<file path="src/hw/rtl/rkm_pkg.sv">
// rkm_pkg: shared types and constants of the rotary knob menu controller
// used by rkm_next and rotary_knob_menu_controller; no dependencies
package rkm_pkg;

	localparam int INPUT_CHOICES_DEF = 4;
	localparam int MENU_ITEMS_DEF    = 5;

	localparam int CURSOR_W = 3;
	localparam int VSTEP_W  = 7;
	localparam int LPRESS_W = 16;
	localparam int TIME_W   = 32;
	localparam int VOL_W    = 8;
	localparam int CFG_IDX_W  = 8;
	localparam int CFG_DATA_W = 16;

	localparam logic [VSTEP_W-1:0]  VSTEP_RST  = 7'd2;
	localparam logic [LPRESS_W-1:0] LPRESS_RST = 16'd1000;
	localparam logic [VOL_W-1:0]    VOL_MAX    = 8'd255;

	// configuration register indexes
	localparam logic [CFG_IDX_W-1:0] CFG_VOLUME_STEP   = 8'd0;
	localparam logic [CFG_IDX_W-1:0] CFG_LONG_PRESS_MS = 8'd1;

	// event codes
	localparam logic [2:0] OP_LEFT    = 3'd0;
	localparam logic [2:0] OP_RIGHT   = 3'd1;
	localparam logic [2:0] OP_DOWN    = 3'd2;
	localparam logic [2:0] OP_UP      = 3'd3;
	localparam logic [2:0] OP_REFRESH = 3'd4;
	localparam logic [2:0] OP_POLL    = 3'd5;

	// menu modes
	localparam logic [1:0] MODE_VOLUME = 2'd1;
	localparam logic [1:0] MODE_INPUT  = 2'd2;
	localparam logic [1:0] MODE_MENU   = 2'd3;

	// settings menu items
	localparam logic [CURSOR_W-1:0] ITEM_AUTO_SWITCH = 3'd1;
	localparam logic [CURSOR_W-1:0] ITEM_HEADPHONES  = 3'd2;
	localparam logic [CURSOR_W-1:0] ITEM_SPEAKERS    = 3'd3;
	localparam logic [CURSOR_W-1:0] ITEM_AUTO_OFF    = 3'd4;

	// option flag bit positions
	localparam int F_AUTO = 0;
	localparam int F_HP   = 1;
	localparam int F_SP   = 2;
	localparam int F_OFF  = 3;

	typedef struct packed {
		logic [1:0]          mode;
		logic [CURSOR_W-1:0] cursor;
		logic [TIME_W-1:0]   press_time;
		logic [VOL_W-1:0]    volume;
		logic [1:0]          source;
		logic                mute;
		logic [3:0]          flags;
		logic                usb;
	} rkm_state_t;

	localparam rkm_state_t STATE_RST = '{
		mode: MODE_VOLUME, cursor: '0, press_time: '0, volume: '0,
		source: '0, mute: 1'b0, flags: '0, usb: 1'b0
	};

endpackage

</file>
<file path="src/hw/rtl/rkm_next.sv">
// rkm_next: next-state and notify/redraw logic for one knob event
// depends on rkm_pkg
module rkm_next #(
	parameter int INPUT_CHOICES = rkm_pkg::INPUT_CHOICES_DEF,
	parameter int MENU_ITEMS    = rkm_pkg::MENU_ITEMS_DEF
) (
	input  logic [rkm_pkg::VSTEP_W-1:0]  volume_step,
	input  logic [rkm_pkg::LPRESS_W-1:0] long_press_ms,
	input  logic [2:0]                   operation,
	input  logic [rkm_pkg::TIME_W-1:0]   now_ms,
	input  logic                         jack_inserted,
	input  logic                         usb_sense_low,
	input  rkm_pkg::rkm_state_t          cur,
	output rkm_pkg::rkm_state_t          nxt,
	output logic                         notify,
	output logic                         redraw
);
	import rkm_pkg::*;

	localparam logic [CURSOR_W-1:0] IN_LAST   = CURSOR_W'(INPUT_CHOICES - 1);
	localparam logic [CURSOR_W-1:0] MENU_LAST = CURSOR_W'(MENU_ITEMS - 1);
	localparam logic [CURSOR_W:0]   IN_N      = (CURSOR_W+1)'(INPUT_CHOICES);
	localparam logic [CURSOR_W:0]   MENU_N    = (CURSOR_W+1)'(MENU_ITEMS);

	logic [CURSOR_W:0]   cur_inc;
	logic [CURSOR_W-1:0] in_inc, in_dec, menu_inc, menu_dec;
	logic [VOL_W:0]      vol_up;
	logic [TIME_W-1:0]   held;
	logic [1:0]          want;

	always_comb begin
		cur_inc  = {1'b0, cur.cursor} + 1'b1;
		in_inc   = (cur_inc >= IN_N) ? CURSOR_W'(cur_inc - IN_N) : cur_inc[CURSOR_W-1:0];
		menu_inc = (cur_inc >= MENU_N) ? CURSOR_W'(cur_inc - MENU_N) : cur_inc[CURSOR_W-1:0];
		in_dec   = (cur.cursor == '0) ? IN_LAST : cur.cursor - 1'b1;
		menu_dec = (cur.cursor == '0) ? MENU_LAST : cur.cursor - 1'b1;
		vol_up   = {1'b0, cur.volume} + {2'b00, volume_step};
		held     = now_ms - cur.press_time;
		// {speakers, headphones} wanted by auto switch
		want     = jack_inserted ? 2'b01 : 2'b10;
	end

	always_comb begin
		nxt    = cur;
		notify = 1'b0;
		redraw = 1'b0;
		if (operation == OP_POLL) begin
			if (cur.flags[F_AUTO] && cur.flags[F_SP:F_HP] != want) begin
				nxt.flags[F_SP:F_HP] = want;
				notify = 1'b1;
			end
			if (cur.usb != usb_sense_low) begin
				nxt.usb = usb_sense_low;
				notify  = 1'b1;
			end
		end else if (operation <= OP_REFRESH) begin
			unique case (cur.mode)
				MODE_VOLUME: begin
					unique case (operation)
						OP_LEFT: begin
							nxt.volume = (cur.volume <= {1'b0, volume_step}) ? '0 :
								cur.volume - {1'b0, volume_step};
							notify = 1'b1;
							redraw = 1'b1;
						end
						OP_RIGHT: begin
							nxt.volume = (vol_up >= {1'b0, VOL_MAX}) ? VOL_MAX : vol_up[VOL_W-1:0];
							notify = 1'b1;
							redraw = 1'b1;
						end
						OP_DOWN: nxt.press_time = now_ms;
						OP_UP: begin
							if (held > {{(TIME_W-LPRESS_W){1'b0}}, long_press_ms}) begin
								nxt.mode   = MODE_MENU;
								nxt.cursor = '0;
							end else begin
								nxt.mode   = MODE_INPUT;
								notify     = !cur.mute;
								nxt.mute   = 1'b1;
								nxt.cursor = {1'b0, cur.source};
							end
							redraw = 1'b1;
						end
						default: redraw = 1'b1;
					endcase
				end
				MODE_INPUT: begin
					unique case (operation)
						OP_LEFT: begin
							nxt.cursor = in_dec;
							redraw = 1'b1;
						end
						OP_RIGHT: begin
							nxt.cursor = in_inc;
							redraw = 1'b1;
						end
						OP_UP: begin
							// last choice cancels and stays muted
							if (cur.cursor < IN_LAST) begin
								notify     = (cur.cursor[1:0] != cur.source) || cur.mute;
								nxt.source = cur.cursor[1:0];
								nxt.mute   = 1'b0;
							end
							nxt.mode = MODE_VOLUME;
							redraw   = 1'b1;
						end
						default: ;
					endcase
				end
				MODE_MENU: begin
					unique case (operation)
						OP_LEFT: begin
							nxt.cursor = menu_dec;
							redraw = 1'b1;
						end
						OP_RIGHT: begin
							nxt.cursor = menu_inc;
							redraw = 1'b1;
						end
						OP_UP: begin
							unique case (cur.cursor)
								ITEM_AUTO_SWITCH: nxt.flags[F_AUTO] = !cur.flags[F_AUTO];
								ITEM_HEADPHONES: begin
									nxt.flags[F_AUTO] = 1'b0;
									nxt.flags[F_HP]   = !cur.flags[F_HP];
								end
								ITEM_SPEAKERS: begin
									nxt.flags[F_AUTO] = 1'b0;
									nxt.flags[F_SP]   = !cur.flags[F_SP];
								end
								ITEM_AUTO_OFF: nxt.flags[F_OFF] = !cur.flags[F_OFF];
								default: ;
							endcase
							nxt.mode = MODE_VOLUME;
							redraw   = 1'b1;
						end
						default: ;
					endcase
				end
				default: ;
			endcase
		end
	end

endmodule

</file>
<file path="src/hw/rtl/rotary_knob_menu_controller.sv">
// rotary_knob_menu_controller: knob event handler with volume, input select
// and settings menu; uses rkm_pkg and rkm_next
// path: the input register takes the request when it is accepted, then the state and
// result register takes the result; throughput one request per cycle unless a held
// result stalls the input, set by the single next-state pass. reset: volume mode, all
// settings cleared, volume_step 2, long_press_ms 1000, no result pending.
module rotary_knob_menu_controller #(
	parameter int INPUT_CHOICES = rkm_pkg::INPUT_CHOICES_DEF,
	parameter int MENU_ITEMS    = rkm_pkg::MENU_ITEMS_DEF
) (
	input  logic                            clk,
	input  logic                            arst_n,
	input  logic                            cfg_valid,
	output logic                            cfg_ready,
	input  logic [rkm_pkg::CFG_IDX_W-1:0]   cfg_index,
	input  logic [rkm_pkg::CFG_DATA_W-1:0]  cfg_data,
	input  logic                            in_valid,
	output logic                            in_stall,
	input  logic [2:0]                      operation,
	input  logic [rkm_pkg::TIME_W-1:0]      now_ms,
	input  logic                            jack_inserted,
	input  logic                            usb_sense_low,
	output logic                            out_valid,
	input  logic                            out_stall,
	output logic [1:0]                      ui_mode,
	output logic [rkm_pkg::CURSOR_W-1:0]    cursor,
	output logic [rkm_pkg::VOL_W-1:0]       volume,
	output logic [1:0]                      input_source,
	output logic                            muted,
	output logic                            auto_switch_on,
	output logic                            headphones_enabled,
	output logic                            speakers_enabled,
	output logic                            auto_off_on,
	output logic                            usb_powered,
	output logic                            notify,
	output logic                            redraw
);
	import rkm_pkg::*;

	logic [VSTEP_W-1:0]  volume_step_q;
	logic [LPRESS_W-1:0] long_press_q;

	logic                valid_s1;
	logic [2:0]          op_s1;
	logic [TIME_W-1:0]   now_s1;
	logic                jack_s1;
	logic                usb_s1;

	rkm_state_t state_q, state_nxt;
	logic       notify_nxt, redraw_nxt, notify_q, redraw_q, out_valid_q;
	logic       out_busy, advance;

	assign cfg_ready = 1'b1;

	always_ff @(posedge clk or negedge arst_n) begin
		if (!arst_n) begin
			volume_step_q <= VSTEP_RST;
			long_press_q  <= LPRESS_RST;
		end else if (cfg_valid) begin
			if (cfg_index == CFG_VOLUME_STEP)
				volume_step_q <= cfg_data[VSTEP_W-1:0];
			else if (cfg_index == CFG_LONG_PRESS_MS)
				long_press_q <= cfg_data[LPRESS_W-1:0];
		end
	end

	// result register parts the two sides; input register frees when it moves on
	assign out_busy = out_valid_q && out_stall;
	assign advance  = valid_s1 && !out_busy;
	assign in_stall = valid_s1 && out_busy;

	always_ff @(posedge clk or negedge arst_n) begin
		if (!arst_n)
			valid_s1 <= 1'b0;
		else if (!in_stall)
			valid_s1 <= in_valid;
	end

	always_ff @(posedge clk) begin
		if (in_valid && !in_stall) begin
			op_s1   <= operation;
			now_s1  <= now_ms;
			jack_s1 <= jack_inserted;
			usb_s1  <= usb_sense_low;
		end
	end

	rkm_next #(
		.INPUT_CHOICES(INPUT_CHOICES),
		.MENU_ITEMS   (MENU_ITEMS)
	) u_next (
		.volume_step  (volume_step_q),
		.long_press_ms(long_press_q),
		.operation    (op_s1),
		.now_ms       (now_s1),
		.jack_inserted(jack_s1),
		.usb_sense_low(usb_s1),
		.cur          (state_q),
		.nxt          (state_nxt),
		.notify       (notify_nxt),
		.redraw       (redraw_nxt)
	);

	// state only moves with a new result, so it doubles as the result payload
	always_ff @(posedge clk or negedge arst_n) begin
		if (!arst_n) begin
			state_q     <= STATE_RST;
			out_valid_q <= 1'b0;
		end else if (advance) begin
			state_q     <= state_nxt;
			out_valid_q <= 1'b1;
		end else if (!out_stall) begin
			out_valid_q <= 1'b0;
		end
	end

	always_ff @(posedge clk) begin
		if (advance) begin
			notify_q <= notify_nxt;
			redraw_q <= redraw_nxt;
		end
	end

	assign out_valid          = out_valid_q;
	assign ui_mode            = state_q.mode;
	assign cursor             = state_q.cursor;
	assign volume             = state_q.volume;
	assign input_source       = state_q.source;
	assign muted              = state_q.mute;
	assign auto_switch_on     = state_q.flags[F_AUTO];
	assign headphones_enabled = state_q.flags[F_HP];
	assign speakers_enabled   = state_q.flags[F_SP];
	assign auto_off_on        = state_q.flags[F_OFF];
	assign usb_powered        = state_q.usb;
	assign notify             = notify_q;
	assign redraw             = redraw_q;

endmodule

</file>
<file path="config.mk">
export PLATFORM = sky130hd
export DESIGN_NAME = rotary_knob_menu_controller
export DESIGN_NICKNAME = d
export VERILOG_FILES = /design/src/hw/rtl/rkm_pkg.sv /design/src/hw/rtl/rkm_next.sv /design/src/hw/rtl/rotary_knob_menu_controller.sv
export SDC_FILE = /design/constraint.sdc
export NUM_CORES = 1
export LEC_CHECK = 0
export ABC_AREA = 1
export CAP_MARGIN = 25
export CORE_UTILIZATION = 45
export DETAILED_ROUTE_END_ITERATION = 8
export DONT_BUFFER_PORTS = 1
export GPL_ROUTABILITY_DRIVEN = 0
export PLACE_DENSITY = 0.66
export SYNTH_ARGS = -nofsm -noshare
export SYNTH_HDL_FRONTEND = slang
export SYNTH_SLANG_ARGS = --single-unit
</file>
<file path="constraint.sdc">
create_clock -name clk -period 3.03 [get_ports clk]
set_clock_uncertainty 0.15 [all_clocks]
set_input_delay 0.303 -clock clk [delete_from_list [all_inputs] [get_ports clk]]
set_output_delay 0.303 -clock clk [all_outputs]
set_load 0.05 [all_outputs]
</file>
==> metrics.md <==
| Metric | Value |
|---|---|
| Status | `complete, but fails checks` |
| Violated checks | `negative setup slack` |
| Largest net degree at the start of global routing | `79` |
| CTS Buffer Depth | `2` |
| Worst setup margin | `-169 ps` |
| Initial Util | `46.7%` |
| Vias in the first global route | `7156` |
| Mapped Area | `8530 um^2` |
| Final HPWL DP | `14800 um` |
| Final min period | `3200 ps` |
| Sequential fraction of the synthesis area | `36.7%` |
| Endpoint class of the critical path | `flip-flop` |
| Area delta synth->final | `25.7%` |
| First-pass DRT Iterations | `5` |
| Yosys warns | `0` |
| Library cells used by synthesis | `46` |
| Fillers | `1696` |
| Placed Instance Area | `9170 um^2` |
| Dpl ws | `-288 ps` |
| Vias per cell | `4.89` |
| CTS H-tree lvls | `4` |
| Crit path top cell by count | `nand2_1` |
| Cell count after synthesis | `1174` |
| # nets final | `1438` |
| P_leak | `5.49 nW` |
| Total track usage | `21.2%` |
| Slew headroom | `45.2%` |
| DR iter-0 viols | `404` |
| Critical path arrival | `3390 ps` |
| Critical-path top delay cell | `edfxtp_1` |
| VDD IR max | `0.606 mV` |
| Setup-failing EPs final | `5` |
| Rows | `49` |
| DR vias | `7518` |
| Slew Limit Fails | `0` |
| CTS tree | `built` |
| Detail Route Antenna Nets | `0` |
| Crit-path max cell delay | `430 ps` |
| Async SR Flop Fraction | `66.7%` |
| First-pass GRT wire length | `33000 um` |
| Fin area | `10700 um^2` |
| DRC | `0` |
| FMAX | `313 MHz` |
| Die Ht | `140 um` |
| Max-cap violations | `0` |
| GRT overflow | `0` |
| Worst Path Max Fanout | `4` |
| Die ar. | `19500 um^2` |
| Crit path buffers/inverters | `3` |
| Yosys reg bits | `117` |
| Die X-Extent | `140 um` |
| Port Buffers | `0` |
| Boundary pin count | `92` |
| Startpoint class of the critical path | `flip-flop` |
| Core ar. | `18300 um^2` |
| Post-synth EDFFs | `39` |
| Clk root buf | `clkbuf_16` |
| Worst hold path type | `in -> reg` |
| Final Hold Vio Count | `0` |
| Top_reg_cell synth | `dfrtp_1` |
| Total CTS buffers | `17` |
| ANT cells | `0` |
| Delay-heaviest family, CP | `simple AND/OR/NAND/NOR gates` |
| Worst Max-Slew Pin Slew | `820 ps` |
| Layout cells sized above 1 | `14.7%` |
| Mapped Nets | `1316` |
| Pwr dens | `1010 nW/um^2` |
| Syn avg cell area | `7.27 um^2` |
| Most common cell after layout, fill and taps aside | `nand2_1` |
| Clk Latency, worst-skew pair | `430 ps` |
| Commonest cells after routing, fill and taps aside | `327 x nand2_1, 238 x inv_1, 73 x nor2_1, 73 x buf_4, 70 x dfrtp_1` |
| Critical Path RT | `3220 ps` |
| Initial antenna violation count | `0` |
| Detailed Route WL | `19600 um` |
| Cell Chain, Critical Path | `ha_4 > nand2_2 > inv_1 > a21oi_2 > nand2_4 > nand2_2 > nand2_2 > xor2_1 > ha_1 > nand2_1 > inv_1 > o21ai_1 > a21oi_1 > nor2_1 > nand2_1 > nand2_1 > nand3_1 > nor2_1 > nand2_1 > nor2_4 > buf_6 > nand4_1 > a21oi_2` |
| CP Class | `reg -> reg` |
| CTS sink cnt | `117` |
| Wire per inst | `12.8 um` |
| Reg clk slew, reported paths | `60 ps` |
| RSZ-0062 raised after global routing | `true` |
| Tcrit/Tclk final | `106%` |
==> cells in the mapped netlist (2+ instances only) <==
library cell	n	area share [%]
a21oi_1	53	3.1
inv_1	240	11
nor3_1	12	0.70
buf_2	3	0.18
fa_1	3	0.70
ha_1	73	11
o21ai_0	59	3.5
nand2_2	14	1.0
edfxtp_1	39	14
nand2_1	336	15
dfstp_2	8	2.5
inv_2	5	0.22
mux2_2	10	1.3
buf_4	16	1.4
nor4_1	3	0.22
o22a_1	2	0.21
o22ai_1	11	0.81
a31oi_1	3	0.22
nand3_1	47	2.8
o21ai_1	12	0.70
nor3_2	2	0.23
xnor2_1	2	0.21
clkbuf_1	10	0.44
a22oi_1	2	0.18
a211oi_1	3	0.26
nor2_1	79	3.5
xor2_1	22	2.3
nand4_1	9	0.66
o21bai_1	5	0.44
nand3b_1	2	0.18
nor2_2	5	0.37
dfrtp_1	70	21
==> path summary, 6_finish.rpt <==
check	slack, ps	depth (start not counted)	from	to
min in group asynchronous	280	2	arst_n	volume[1]
min	190	3	cfg_index[1]	volume_step_q[1]
max reg2reg	-170	23	now_s1[5]	cursor[1]
max	-170	23	now_s1[5]	cursor[1]
min reg2reg	320	2	valid_s1	out_valid
max in group asynchronous	2080	2	arst_n	ui_mode[0]
==> sequential cells by signal, indices dropped and copies added (netlist names) <==
register	count
auto_off_on	1
auto_switch_on	1
cursor	3
headphones_enabled	1
input_source	2
jack_s1	1
long_press_q	16
muted	1
notify	1
now_s1	32
op_s1	3
out_valid	1
redraw	1
speakers_enabled	1
state_q	32
ui_mode	2
usb_powered	1
usb_s1	1
valid_s1	1
volume	8
volume_step_q	7
==> routing by layer <==
layer  part of all wire [%]  GRT usage (%)  up-vias
li1                       -              -     3913
met3                    3.6           4.82       27
met1                     47           26.9     3423
met4                    2.3           8.33        0
met5                      0              0        -
met2                     47           34.9      155
==> through the flow <==
stage	setup TNS, ps	cells	power [mW]	hold WS, ps	util, %
2_1_floorplan	0	1174	6.65	-143	-
3_3_place_gp	-768	1442	8.09	-141	50.2
3_5_place_dp	-1280	1442	8.19	-141	50.2
4_1_cts	-785	1533	10.6	176	57.8
5_1_grt	-1930	1538	11.8	264	58.7
6_report	-677	1538	10.8	190	58.7
==> where the power goes <==
group	internal, mW	leakage, nW	switching, mW
clock	1.41	0.295	0.702
combinational	2.56	3.90	3.63
sequential	2.05	1.30	0.489
==> cell families after synthesis <==
family | Yosys count | synth area share (%)
mux | 11 | 1.45
flops | 117 | 36.7
xor+xnor | 24 | 2.46
fa+ha+maj | 76 | 11.4
simple gates | 515 | 25.1
compound gates | 156 | 9.97
other cells | 1 | 0.0440
buf+inv | 274 | 12.8
==> final cells by class <==
cell class | instances | area (um^2) | share of cell area, %
multi-input combinational | 783 | 4600 | 42.9
sequential | 117 | 3130 | 29.2
timing repair buffer | 132 | 1170 | 10.9
inverter | 245 | 920 | 8.58
clock buffer | 22 | 464 | 4.33
tap | 229 | 287 | 2.67
clock inverter | 10 | 153 | 1.42
==> tightest hold or removal path: stages <==
cell and delay (ps):
nor2_1 20, nand3_1 300, o21ai_0 130
==> timing repair <==
action                                 4_1_cts  5_1_grt
endpoints found under the hold margin      140        0
setup endpoints to repair                    5        5
pin swaps                                    7       26
hold buffers                                57        0
buffers inserted                             2        5
resized for setup                           19       32
No activity file was read; power rests on OpenSTA's default activity.
